==> config.mk <==
export PLATFORM = sky130hd
export DESIGN_NAME = cmt_divider
export DESIGN_NICKNAME = d
export VERILOG_FILES = /design/src/rtl/core/cmt_pkg.sv /design/src/rtl/core/cmt_divider.sv
export SDC_FILE = /design/constraint.sdc
export NUM_CORES = 1
export LEC_CHECK = 0
export BUFFER_PORTS_ARGS = -buffer_cell sky130_fd_sc_hd__buf_4
export CAP_MARGIN = 10
export CORE_ASPECT_RATIO = 0.75
export CORE_MARGIN = 5
export CORE_UTILIZATION = 40
export CTS_CLUSTER_DIAMETER = 200
export DETAILED_ROUTE_END_ITERATION = 8
export GPL_ROUTABILITY_DRIVEN = 1
export PLACE_DENSITY = 0.74
export SLEW_MARGIN = 20
export SYNTH_ARGS = -nofsm -noshare
export SYNTH_HDL_FRONTEND = slang
export SYNTH_SLANG_ARGS = --single-unit
export TNS_END_PERCENT = 100
==> constraint.sdc <==
create_clock -name clk -period 2.6 [get_ports clk]
set_input_delay 0.39 -clock clk [delete_from_list [all_inputs] [get_ports clk]]
set_output_delay 0.39 -clock clk [all_outputs]
set_load 0.005 [all_outputs]
==> src/rtl/core/cmt_pkg.sv <==
// ----------------------------------------------------------------------------
// cmt_pkg
// Shared types for the Carmichael number test.
// ----------------------------------------------------------------------------
package cmt_pkg;

    // sequencer states
    typedef enum logic [3:0] {
        ST_IDLE,
        ST_CHECK,
        ST_MUL,
        ST_DIV1,
        ST_DIV1_W,
        ST_DIV2,
        ST_DIV2_W,
        ST_DIV3,
        ST_DIV3_W,
        ST_TAIL,
        ST_TAIL_W,
        ST_DONE
    } state_t;

    // divider control
    typedef struct packed {
        logic start;
    } div_ctl_t;

    typedef struct packed {
        logic done;
    } div_sts_t;

endpackage

==> src/rtl/core/cmt_divider.sv <==
// ----------------------------------------------------------------------------
// cmt_divider
// Bit-serial restoring divider: one quotient bit per cycle.
// ----------------------------------------------------------------------------
module cmt_divider #(
    parameter int W = 24
) (
    input  logic              clk,
    input  logic              rst_n,
    input  cmt_pkg::div_ctl_t ctl,
    input  logic [W-1:0]      dividend,
    input  logic [W-1:0]      divisor,
    output cmt_pkg::div_sts_t sts,
    output logic [W-1:0]      quotient,
    output logic [W-1:0]      remainder
);

    localparam int CW = $clog2(W + 1);

    logic [W-1:0]  q_reg, q_next;
    logic [W-1:0]  r_reg, r_next;
    logic [W-1:0]  d_reg, d_next;
    logic [CW-1:0] cnt_reg, cnt_next;
    logic          busy_reg, busy_next;
    logic          done_reg, done_next;
    logic [W:0]    trial;

    // load operands on start, else shift one dividend bit into the partial remainder
    always_comb
    begin
        q_next    = q_reg;
        r_next    = r_reg;
        d_next    = d_reg;
        cnt_next  = cnt_reg;
        busy_next = busy_reg;
        done_next = 1'b0;
        trial     = {r_reg, q_reg[W-1]};
        if (ctl.start)
        begin
            q_next    = dividend;
            r_next    = '0;
            d_next    = divisor;
            cnt_next  = CW'(W);
            busy_next = 1'b1;
        end
        else if (busy_reg)
        begin
            if (trial >= {1'b0, d_reg})
            begin
                r_next = W'(trial - {1'b0, d_reg});
                q_next = {q_reg[W-2:0], 1'b1};
            end
            else
            begin
                r_next = trial[W-1:0];
                q_next = {q_reg[W-2:0], 1'b0};
            end
            cnt_next = cnt_reg - CW'(1);
            if (cnt_reg == CW'(1))
            begin
                busy_next = 1'b0;
                done_next = 1'b1;
            end
        end
    end

    // hold iteration state
    always_ff @(posedge clk or negedge rst_n)
    begin
        if (!rst_n)
        begin
            busy_reg <= 1'b0;
            done_reg <= 1'b0;
            cnt_reg  <= '0;
        end
        else
        begin
            busy_reg <= busy_next;
            done_reg <= done_next;
            cnt_reg  <= cnt_next;
        end
    end

    always_ff @(posedge clk)
    begin
        q_reg <= q_next;
        r_reg <= r_next;
        d_reg <= d_next;
    end

    assign sts.done  = done_reg;
    assign quotient  = q_reg;
    assign remainder = r_reg;

endmodule

## Word-level counts from Yosys, hierarchy flattened

Cells that the tools add are included.
Widths: inputs -> output; s select.

| cells by class | value |
|---|---|
| equal/unequal tests | 1 |
| magnitude comparators | 1 |
| reductions and logical operators | 1 |
| multiplexer cells | 12 |
| add/sub/neg operators | 2 |

Operators by type and width:

| cell | count |
|---|---|
| $mux 24 | 3 |
| $ge 25x24->1 | 1 |
| $sub 24x24->24 | 1 |
| $mux 5 | 2 |
| $mux 1 | 7 |
| $eq 5x1->1 const B | 1 |
| $sub 5x1->5 const B | 1 |
| $reduce_bool 2->1 | 1 |

| word-level totals | value |
|---|---|
| register bits | 79 |
| input port bits | 51 |
| output and inout bits | 49 |
| word-level logic and storage cells | 23 |

## Logic depth before layout (Yosys ltp)

Gate-level depths: netlist of the first run.

| depth | value |
|---|---|
| depth in word-level cells | 4 |
| depth in mapped cells | 13 |
| gate-level depth less buffers | 12 |

## Worst setup path before layout of the first run

Ideal clock, no wire load.

| timing path | value |
|---|---|
| path kind | register -> register |
| start point | register q_reg[23] (netlist: quotient[23]) |
| end point | register r_reg[22] (netlist: remainder[22]) |
| arrival time | 2465 ps |
| path slack | 55 ps |
| library setup time | 79 ps |
| buffers on the path | 0 |
| clock period less this slack | 2545 ps |
| data required time | 2521 ps |
| stages on the path, launching flop included | 13 |
| cell sequence | edfxtp_1 inv_1 ha_1 fa_1 inv_1 a21oi_1 o2111ai_1 nand4_1 a311oi_1 o21ai_1 and3_1 o31a_1 a211oi_2 |

| between the ends | value |
|---|---|
| word-level cells in the longest chain between the ends | 2 |
| elaborated cells between the ends (all ways) | 3 |
| classes of those cells | 1 x add/sub; 1 x order compare; 1 x mux |

Ends and longest elaborated chain:

| element | line | source |
|---|---|---|
| from (decl) | cmt_divider.sv:20 | `logic [W-1:0] q_reg, q_next;` |
| from (signal assigned) | cmt_divider.sv:86 | `q_reg <= q_next;` |
| $sub 24x24->24 or $ge 25x24->1 (tied branches) | cmt_divider.sv:50, cmt_divider.sv:48 |  |
| $mux 24 * | cmt_divider.sv:48 | `if (trial >= {1'b0, d_reg})` |
| to (signal assigned) | cmt_divider.sv:87 | `r_reg <= r_next;` |
| to (decl) | cmt_divider.sv:21 | `logic [W-1:0] r_reg, r_next;` |

Mark *: on every way between the ends. The rest lies on a longest branch, timed or not.
A chain may end at the register's enable or synchronous reset.

## Final worst setup path of the first run

| timing path | value |
|---|---|
| start point | register d_reg[0] |
| end point | register r_reg[22] (netlist: remainder[22]) |

| between the ends | value |
|---|---|
| word-level cells in the longest chain between the ends | 2 |
| elaborated cells between the ends (all ways) | 3 |
| classes of those cells | 1 x add/sub; 1 x order compare; 1 x mux |

Ends and longest elaborated chain:

| element | line | source |
|---|---|---|
| from (decl) | cmt_divider.sv:22 | `logic [W-1:0] d_reg, d_next;` |
| from (signal assigned) | cmt_divider.sv:88 | `d_reg <= d_next;` |
| $sub 24x24->24 or $ge 25x24->1 (tied branches) | cmt_divider.sv:50, cmt_divider.sv:48 |  |
| $mux 24 * | cmt_divider.sv:48 |  |

Marks and branches as above.

==> flow_summary.toml, run 1 <==
[clock_tree]
clkLatencyLatePin_ns = 0.34
cts_tree = "done"
cts_root_buf = "clkbuf_16"
cts_htree_levels = 3
cts_buffer_depth = 2
cts.sinks = 79
clk_pin_slew_ns = 0.06
cts_buffers = 9

[sta]
slew_headroom_pct = 62.0
fin_tns_setup_ns = -0.0343
rsz0062_at_grt = "yes"
setup_viol = 2
max_freq_mhz = 382
tightest_slew_ns = 0.570
fin_crit_sh_pct = 101
clock_skew_ns = 0.0106
slew_violations = 0
setup_ws_ns = -0.0200
finalCriticalPeriod_ns = 2.62
finalHoldViolCount = 0
whs_ns = 0.229

[routing]
wl_met2_um = 5370
drt-wirelength-per-cell_um = 16.2
met3_length_um = 613
first_pass_iters = 5
dr.first_iter.drc_count = 265
post_drt_via_cell_ratio = 5.32
drc = 0
antenna_left = 0
wl_met1_um = 5370
highest_layer = "met4"
via_count = 3747
wirelength_um = 11400

[critical_path]
cp.arrival_ns = 2.87
crit_slowest_cell = "edfxtp_1"
reg2reg_depth = 11
cpLargestDelayFamily = "compound AO/OA/AOI/OAI gates"
timing.rr.end = "remainder[22]"
r2r-start = "d_reg[0]"
cp_max_fo = 2
cp-end-kind = "flip-flop"
ff2ff_setup_slack_ns = -0.02
slowest_delay_ns = 0.42
crit_chain = "ha_4 > fa_2 > inv_2 > a21oi_2 > o2111ai_2 > nand4_1 > a311oi_2 > o21ai_1 > and3_1 > o31a_1 > a211oi_2"
cp_num_buf_inv = 1
required_ns = 2.85
critPathLaunchType = "flip-flop"
setup.worst_path.class = "reg2reg"

[logic_synthesis]
yosysUniqueCellTypes = 63
synth.most_common_cell = "edfxtp_1"
ys_top_cells_by_area = "edfxtp_1, dfxtp_1, ha_1"
ys_top_cells_by_count = "edfxtp_1, nand2_1, inv_1"
synth-edff-count = 48
synth.largest_area_cell = "edfxtp_1"
netlist_instances = 425
syn_area_per_cell_um2 = 10.6
synth_flop_cell = "edfxtp_1"
synthArstFlopShare_pct = 8.86
syn-num-nets = 503
synth_top_area_share_pct = 31.8
synth-seq-cells = 79
ys_seq_area_share_pct = 46.3
ys_warn_count = 0
syn_area_um2 = 4530

[min_path]
min_path_type = "in2reg"
hold_path_end = "d_reg[23]"
hp-start = "divisor[23]"
min_path_cells = 1

[floorplan]
io-pin-count = 100
initial_core_util_pct = 41.2
fp.dieH_um = 102
core_area_um2 = 11000
die_w_um = 133
rows = 33
dieArea_um2 = 13600

[status]
status = "finished, violations left"
violations = "setup timing"

[placed_design]
place_area_um2 = 5520
dp_slack_ns = -0.172
port_buffers = 99
dp_hpwl_um = 8140
place_congestion = 0.865

[grt]
grt_usage_pct = 16.5
grt_first_pass_wirelength_um = 18400
grt_pass1_vias = 3712
antenna_found_initial = 0
grt-ovfl-total = 0
grt_max_degree = 46

[cells_and_area]
final_area_um2 = 6120
syn2layout_area_growth_pct = 35.3
drive_above_1_share_pct = 39.7
final_nets = 637
diodes = 0

[run]
maxCapViolCount = 0

[power_and_ir_drop]
power.density_nw_per_um2 = 1050
ir_worst_vdd_mv = 0.767
leakage_nw = 2.67
## cells by family after synthesis
group           Yosys count  share of synthesized area (%)
mux                      25                           6.19
simple gates            122                           13.1
fa+ha+maj                27                           7.63
compound gates          100                           17.4
buf+inv                  54                           5.89
flops                    79                           46.3
xor+xnor                 18                           3.48
## how the worst max path moves through the flow
| stage | startpoint | end | cells past startpoint |
|---|---|---|---|
| after floorplan | quotient[23] | remainder[22] | 12 |
| after global placement | quotient[23] | remainder[22] | 12 |
| after detailed placement | quotient[23] | remainder[22] | 12 |
| after CTS | d_reg[0] | remainder[22] | 11 |
| after global routing | d_reg[0] | remainder[22] | 11 |
| final | d_reg[0] | remainder[22] | 11 |
## worst register-to-register path, cell delays in order (launching register included)
cell and delay (ns):
edfxtp_1 0.42, ha_4 0.20, fa_2 0.39, inv_2 0.07, a21oi_2 0.06, o2111ai_2 0.21
nand4_1 0.18, a311oi_2 0.33, o21ai_1 0.11, and3_1 0.15, o31a_1 0.24, a211oi_2 0.18
## per-stage QoR
step	power (mW)	utilization, %	cells
after CTS	6.12	53.9	694
after global routing	6.88	55.7	704
after detailed placement	4.59	50.2	673
final	6.44	55.7	704
after global placement	4.51	50.2	673
after floorplan	3.54	-	425
## report_power, final
part	switching (mW)	total, mW	internal, mW
registers	0.224	1.82	1.60
clock network	0.499	1.44	0.941
logic	1.57	3.18	1.61
## layout make-up
type	instances	area, µm²
clock buffers	11	233
well taps	140	175
multi-input cells	292	2300
repair buffers	138	1060
flip-flops and latches	79	2100
fillers	938	4860
clock inverters	5	106
inverters	39	146
## metal layers
metal,up-vias,GRT usage [%]
li1,1810,-
met1,1799,22.7
met2,125,26.8
met3,13,4.72
met4,0,2.56
met5,-,0
## cell usage in the layout (no fill, tap or decap), types with 4 or more instances in the layout
master,Yosys,layout
a311oi_2,9,11
ha_1,26,22
inv_1,39,37
edfxtp_1,48,48
a21o_1,6,6
a21oi_1,15,13
a31oi_1,9,9
a21oi_2,2,4
xor2_1,4,4
dfxtp_1,24,24
nand2b_1,7,7
nor2_1,35,34
buf_4,0,133
a211oi_1,4,4
o21ai_1,2,6
a311oi_1,8,6
nand4_1,5,5
dfrtp_1,7,6
mux2_2,24,24
o21ai_0,17,12
nand2_1,41,38
xnor2_1,14,14
clkbuf_16,0,9
o21a_1,4,4
and3_1,4,4
nor3_1,4,4
nand3_1,4,4
## what timing repair did
action                                  CTS  global route
pin swaps                                11            14
hold buffers                              1             0
endpoints found under the setup margin   23            25
gates cloned                              0             1
buffers inserted                          4             9
endpoints found under the hold margin     7             0
resized for setup                         7            31
Power figures use the tool's default switching activity.
==> run 2: changes to the inputs <==
--- a/config.mk
+++ b/config.mk
@@ -5,7 +5,7 @@
 export SDC_FILE = /design/constraint.sdc
 export NUM_CORES = 1
 export LEC_CHECK = 0
-export BUFFER_PORTS_ARGS = -buffer_cell sky130_fd_sc_hd__buf_4
+export BUFFER_PORTS_ARGS = -buffer_cell sky130_fd_sc_hd__buf_2
 export CAP_MARGIN = 10
 export CORE_ASPECT_RATIO = 0.75
 export CORE_MARGIN = 5
==> flow_summary.toml, run 2 (synthesized netlist as in run 1, its figures left out) <==
[critical_path]
required_ns = 2.69
setup.worst_path.class = "reg2reg"
cp.arrival_ns = 2.71
critPathLaunchType = "flip-flop"
cp-end-kind = "flip-flop"
startpoint = "d_reg[4]"
cp_max_fo = 10
r2r-start = "d_reg[4]"

[clock_tree]
cts_htree_levels = 3
clkLatencyLatePin_ns = 0.34
cts_tree = "done"
cts_root_buf = "clkbuf_16"
cts_buffers = 9
cts.sinks = 79
clk_pin_slew_ns = 0.07
cts_buffer_depth = 2

[grt]
grt_max_degree = 42
grt_first_pass_wirelength_um = 17900
antenna_found_initial = 0
grt-ovfl-total = 0
grt_usage_pct = 16.2
grt_pass1_vias = 3680

[sta]
tightest_slew_ns = 0.590
clock_skew_ns = 0.0133
whs_ns = 0.223
fin_crit_sh_pct = 101
finalCriticalPeriod_ns = 2.62
max_freq_mhz = 382
rsz0062_at_grt = "yes"
slew_violations = 0
setup_viol = 1
slew_headroom_pct = 60.6
setup_ws_ns = -0.0209
finalHoldViolCount = 0

[cells_and_area]
drive_above_1_share_pct = 42.3
final_common_cell = "buf_2"
diodes = 0
final_area_um2 = 5960
syn2layout_area_growth_pct = 31.6
final_cell_mix = "buf_2, edfxtp_1, inv_1"
fin_util_pct = 54.2
final_nets = 638

[routing]
drc = 0
post_drt_via_cell_ratio = 5.25
first_pass_iters = 5
drt-wirelength-per-cell_um = 15.8
via_count = 3701
wirelength_um = 11200
antenna_left = 0
dr.first_iter.drc_count = 218

[floorplan]
fp.dieH_um = 102
initial_core_util_pct = 41.2
io-pin-count = 100
die_w_um = 133
dieArea_um2 = 13600
core_area_um2 = 11000
rows = 33

[power_and_ir_drop]
power.density_nw_per_um2 = 1080
p_comb_share_pct = 50.5
ir_worst_vdd_mv = 0.499
leakage_nw = 2.63
total_power_mw = 6.46
p_clk_share_pct = 21.2
swShare_pct = 36.6
seqPwrFrac_pct = 28.2
intPower_mw = 4.09
p_switching_mw = 2.37

[placed_design]
place_congestion = 0.854
place_area_um2 = 5310
port_buffers = 99
dp_hpwl_um = 8010

[min_path]
min_path_type = "in2reg"
hp-start = "divisor[23]"

[run]
maxCapViolCount = 0

[status]
violations = "setup timing"
status = "finished, violations left"
## run 2: cell types whose count changed in the layout (fill, tap and decap cells not counted), moves of 2 or more
| cell | change |
|---|---|
| buf_4 | -100 |
| buf_2 | +98 |
| nand2_1 | -7 |
| nand2_2 | +6 |
| buf_12 | +2 |
| inv_1 | -2 |
| inv_2 | +2 |
| o21ai_0 | +2 |
| o21ai_1 | -2 |
## run 2: path summary, 6_finish.rpt
| path | to | slack (ns) | depth (start not counted) |
|---|---|---|---|
| max | quotient[0] | -0.02 | 12 |
| min | d_reg[23] | 0.22 | 1 |
| max reg2reg | quotient[0] | -0.02 | 12 |
| min reg2reg | remainder[12] | 0.51 | 2 |
| max in group asynchronous | busy_reg | 2.01 | 2 |
| min in group asynchronous | sts | 0.42 | 2 |
## run 2: stage by stage
stage	TNS, ns	setup WS, ns	cells
3_5_place_dp	-0.253	-0.116	676
2_1_floorplan	0	0.0554	425
6_report	-0.0209	-0.0209	705
3_3_place_gp	-0.0615	-0.0615	676
5_1_grt	-1.45	-0.140	705
4_1_cts	-0.0309	-0.0309	693
## run 2: power groups by stage
stage                     clock (mW)  combinational [mW]  sequential (mW)
after floorplan                    0                1.73             1.81
after global placement             0                2.64             1.81
after global routing            1.46                3.56             1.86
final                           1.37                3.26             1.82
after CTS                       1.40                2.79             1.80
after detailed placement           0                2.71             1.83
## run 2: final cells by class
class,count,area (µm²)
Fill cell,947,5030
Sequential cell,79,2100
Tap cell,140,175
Inverter,39,146
Multi-Input combinational cell,292,2360
Clock buffer,11,243
Timing Repair Buffer,139,853
Clock inverter,5,81.3
## run 2: what timing repair did
action	in CTS	in global routing
hold endpoints to repair	7	0
resized for setup	6	46
endpoints found under the setup margin	16	25
buffers inserted	0	12
pin swaps	1	26
hold buffers	1	0
## run 2: layer usage
| layer | wire length [µm] | part of all wire (%) | global-route usage (%) | vias to the layer above |
|---|---|---|---|---|
| met1 | 5230 | 47 | 22.1 | 1755 |
| li1 | - | - | - | 1810 |
| met2 | 5240 | 47 | 26.0 | 124 |
| met3 | 588 | 5.3 | 4.28 | 12 |
| met4 | 101 | 0.90 | 3.75 | 0 |
| met5 | 0 | 0 | 0 | - |
## run 2: critical path, cell delays in order, from the launching register on
cell and delay [ns]:
edfxtp_1 0.38, inv_2 0.08, ha_4 0.21, a21o_1 0.23
a31oi_4 0.17, a21boi_2 0.09, o21bai_2 0.20, nand3_2 0.13
buf_12 0.15, a21boi_4 0.18, o21ai_4 0.13, buf_12 0.17
mux2_2 0.25
==> run 3: changes to the inputs <==
==> constraint.sdc (replaced) <==
create_clock -name clk -period 2.6 [get_ports clk]
set_input_delay 0 -clock clk [delete_from_list [all_inputs] [get_ports clk]]
set_output_delay 0 -clock clk [all_outputs]
set_load 0.005 [all_outputs]
==> flow_summary.toml, run 3 (synthesized netlist as in run 1, its figures left out) <==
[floorplan]
rows = 33
dieArea_um2 = 13600
io-pin-count = 100
die_w_um = 133
initial_core_util_pct = 41.2
core_area_um2 = 11000
fp.dieH_um = 102

[clock_tree]
clkLatencyLatePin_ns = 0.34
cts_buffers = 9
cts_tree = "done"
cts.sinks = 79
cts_root_buf = "clkbuf_16"
cts_htree_levels = 3
cts_buffer_depth = 2
clk_pin_slew_ns = 0.06

[placed_design]
dp_hpwl_um = 7930
port_buffers = 99
dp_slack_ns = -0.146
place_congestion = 0.850
placed_cells = 674

[sta]
setup_ws_ns = -0.0282
finalHoldViolCount = 0
max_freq_mhz = 380
whs_ns = 0.0207
slew_violations = 0
clock_skew_ns = 0.00821
fin_crit_sh_pct = 101
finalCriticalPeriod_ns = 2.63
slew_headroom_pct = 58.2
tightest_slew_ns = 0.627
rsz0062_at_grt = "yes"
setup_viol = 2

[status]
violations = "setup timing"
status = "finished, violations left"

[routing]
first_pass_iters = 4
drc = 0
antenna_left = 0
drt-wirelength-per-cell_um = 15.4
wirelength_um = 11500
dr.first_iter.drc_count = 228
via_count = 3812
post_drt_via_cell_ratio = 5.12

[cells_and_area]
syn2layout_area_growth_pct = 39.1
final_cells = 745
final_cell_mix = "buf_2, dlygate4sd3_1, edfxtp_1"
multi_input_area_um2 = 2330
regArea_um2 = 2100
fillers = 944
drive_above_1_share_pct = 36.1
final_common_cell = "buf_2"
final_nets = 677

[grt]
grt_max_degree = 57
grt_pass1_vias = 3878
antenna_found_initial = 0
grt-ovfl-total = 0
grt_usage_pct = 16.9
grt_first_pass_wirelength_um = 18600

[critical_path]
reg2reg_depth = 11
setup.worst_path.class = "reg2reg"
slowest_delay_ns = 0.42
crit_slowest_cell = "edfxtp_1"
r2r-start = "d_reg[0]"
required_ns = 2.87
cp_max_fo = 2
cp.arrival_ns = 2.89
ff2ff_setup_slack_ns = -0.03
cp-end-kind = "flip-flop"
crit_chain = "ha_4 > fa_2 > inv_2 > a21oi_4 > o2111ai_4 > nand4_1 > a311oi_2 > o21ai_1 > and3_1 > o31a_1 > a211oi_2"
critPathLaunchType = "flip-flop"
timing.rr.end = "remainder[22]"

[power_and_ir_drop]
power.density_nw_per_um2 = 990
intPower_mw = 3.95
swShare_pct = 36.7
ir_worst_vdd_mv = 0.495
leakage_nw = 2.76
p_switching_mw = 2.29
p_comb_share_pct = 49.1
seqPwrFrac_pct = 29.1
p_clk_share_pct = 21.8

[min_path]
min_path_type = "in2async"

[run]
maxCapViolCount = 0
run 3: metal layers:
layer	part of all wire, %	vias to the layer above	routed length (µm)	global-route usage [%]
met5	0	-	0	0
met4	1.1	0	132	4.31
met3	5.0	16	575	4.97
met2	48	102	5490	27.6
met1	46	1802	5280	22.2
li1	-	1892	-	-
run 3: how the worst max path moves through the flow:
stage	from	end	slack [ns]	cells after the start
3_3_place_gp	quotient[23]	remainder[22]	-0.06	12
3_5_place_dp	quotient[23]	remainder[22]	-0.15	12
4_1_cts	quotient[23]	remainder[22]	-0.05	12
5_1_grt	d_reg[0]	remainder[22]	-0.18	11
6_report	d_reg[0]	remainder[22]	-0.03	11
2_1_floorplan	quotient[23]	remainder[22]	0.06	12
run 3: area by class of cell:
type	instances	area share, %
Multi-Input combinational cell	292	36.9
Timing Repair Buffer	178	19.5
Sequential cell	79	33.3
Clock buffer	9	3.58
Inverter	39	2.32
Antenna cell	1	0.0397
Clock inverter	7	1.49
Tap cell	140	2.78
run 3: repair_timing:
item,4_1_cts,5_1_grt
setup endpoints to repair,21,25
buffers inserted,2,3
gates resized for setup,5,31
gates cloned,0,0
pin swaps,1,11
hold buffers,49,0
hold endpoints to repair,55,0
run 3: critical path, delay by kind of cell, from the launching register on:
kind                     cells  cell delay (ns)
adder cells (fa/ha/maj)      2             0.53
buffers and inverters        1             0.08
AO/OA/AOI/OAI                6             1.17
flip-flops                   1             0.42
AND/OR/NAND/NOR              2             0.35
run 3: per-stage QoR:
step	power [mW]	area (µm²)	utilization (%)	setup TNS, ns
6_report	6.23	6300	57.3	-0.0494
5_1_grt	6.65	6290	57.3	-1.55
4_1_cts	6.04	6130	55.8	-0.0456
3_5_place_dp	4.50	5280	48.1	-0.879
3_3_place_gp	4.43	5280	48.1	-0.0632
2_1_floorplan	3.54	4530	-	0
run 3: power by group through the flow:
stage / Sequential, mW / Combinational [mW] / Clock [mW]
floorplan: 1.81 / 1.73 / 0
global placement: 1.81 / 2.62 / 0
detailed placement: 1.83 / 2.68 / 0
CTS: 1.80 / 2.85 / 1.39
global route: 1.84 / 3.37 / 1.44
finish: 1.81 / 3.06 / 1.36
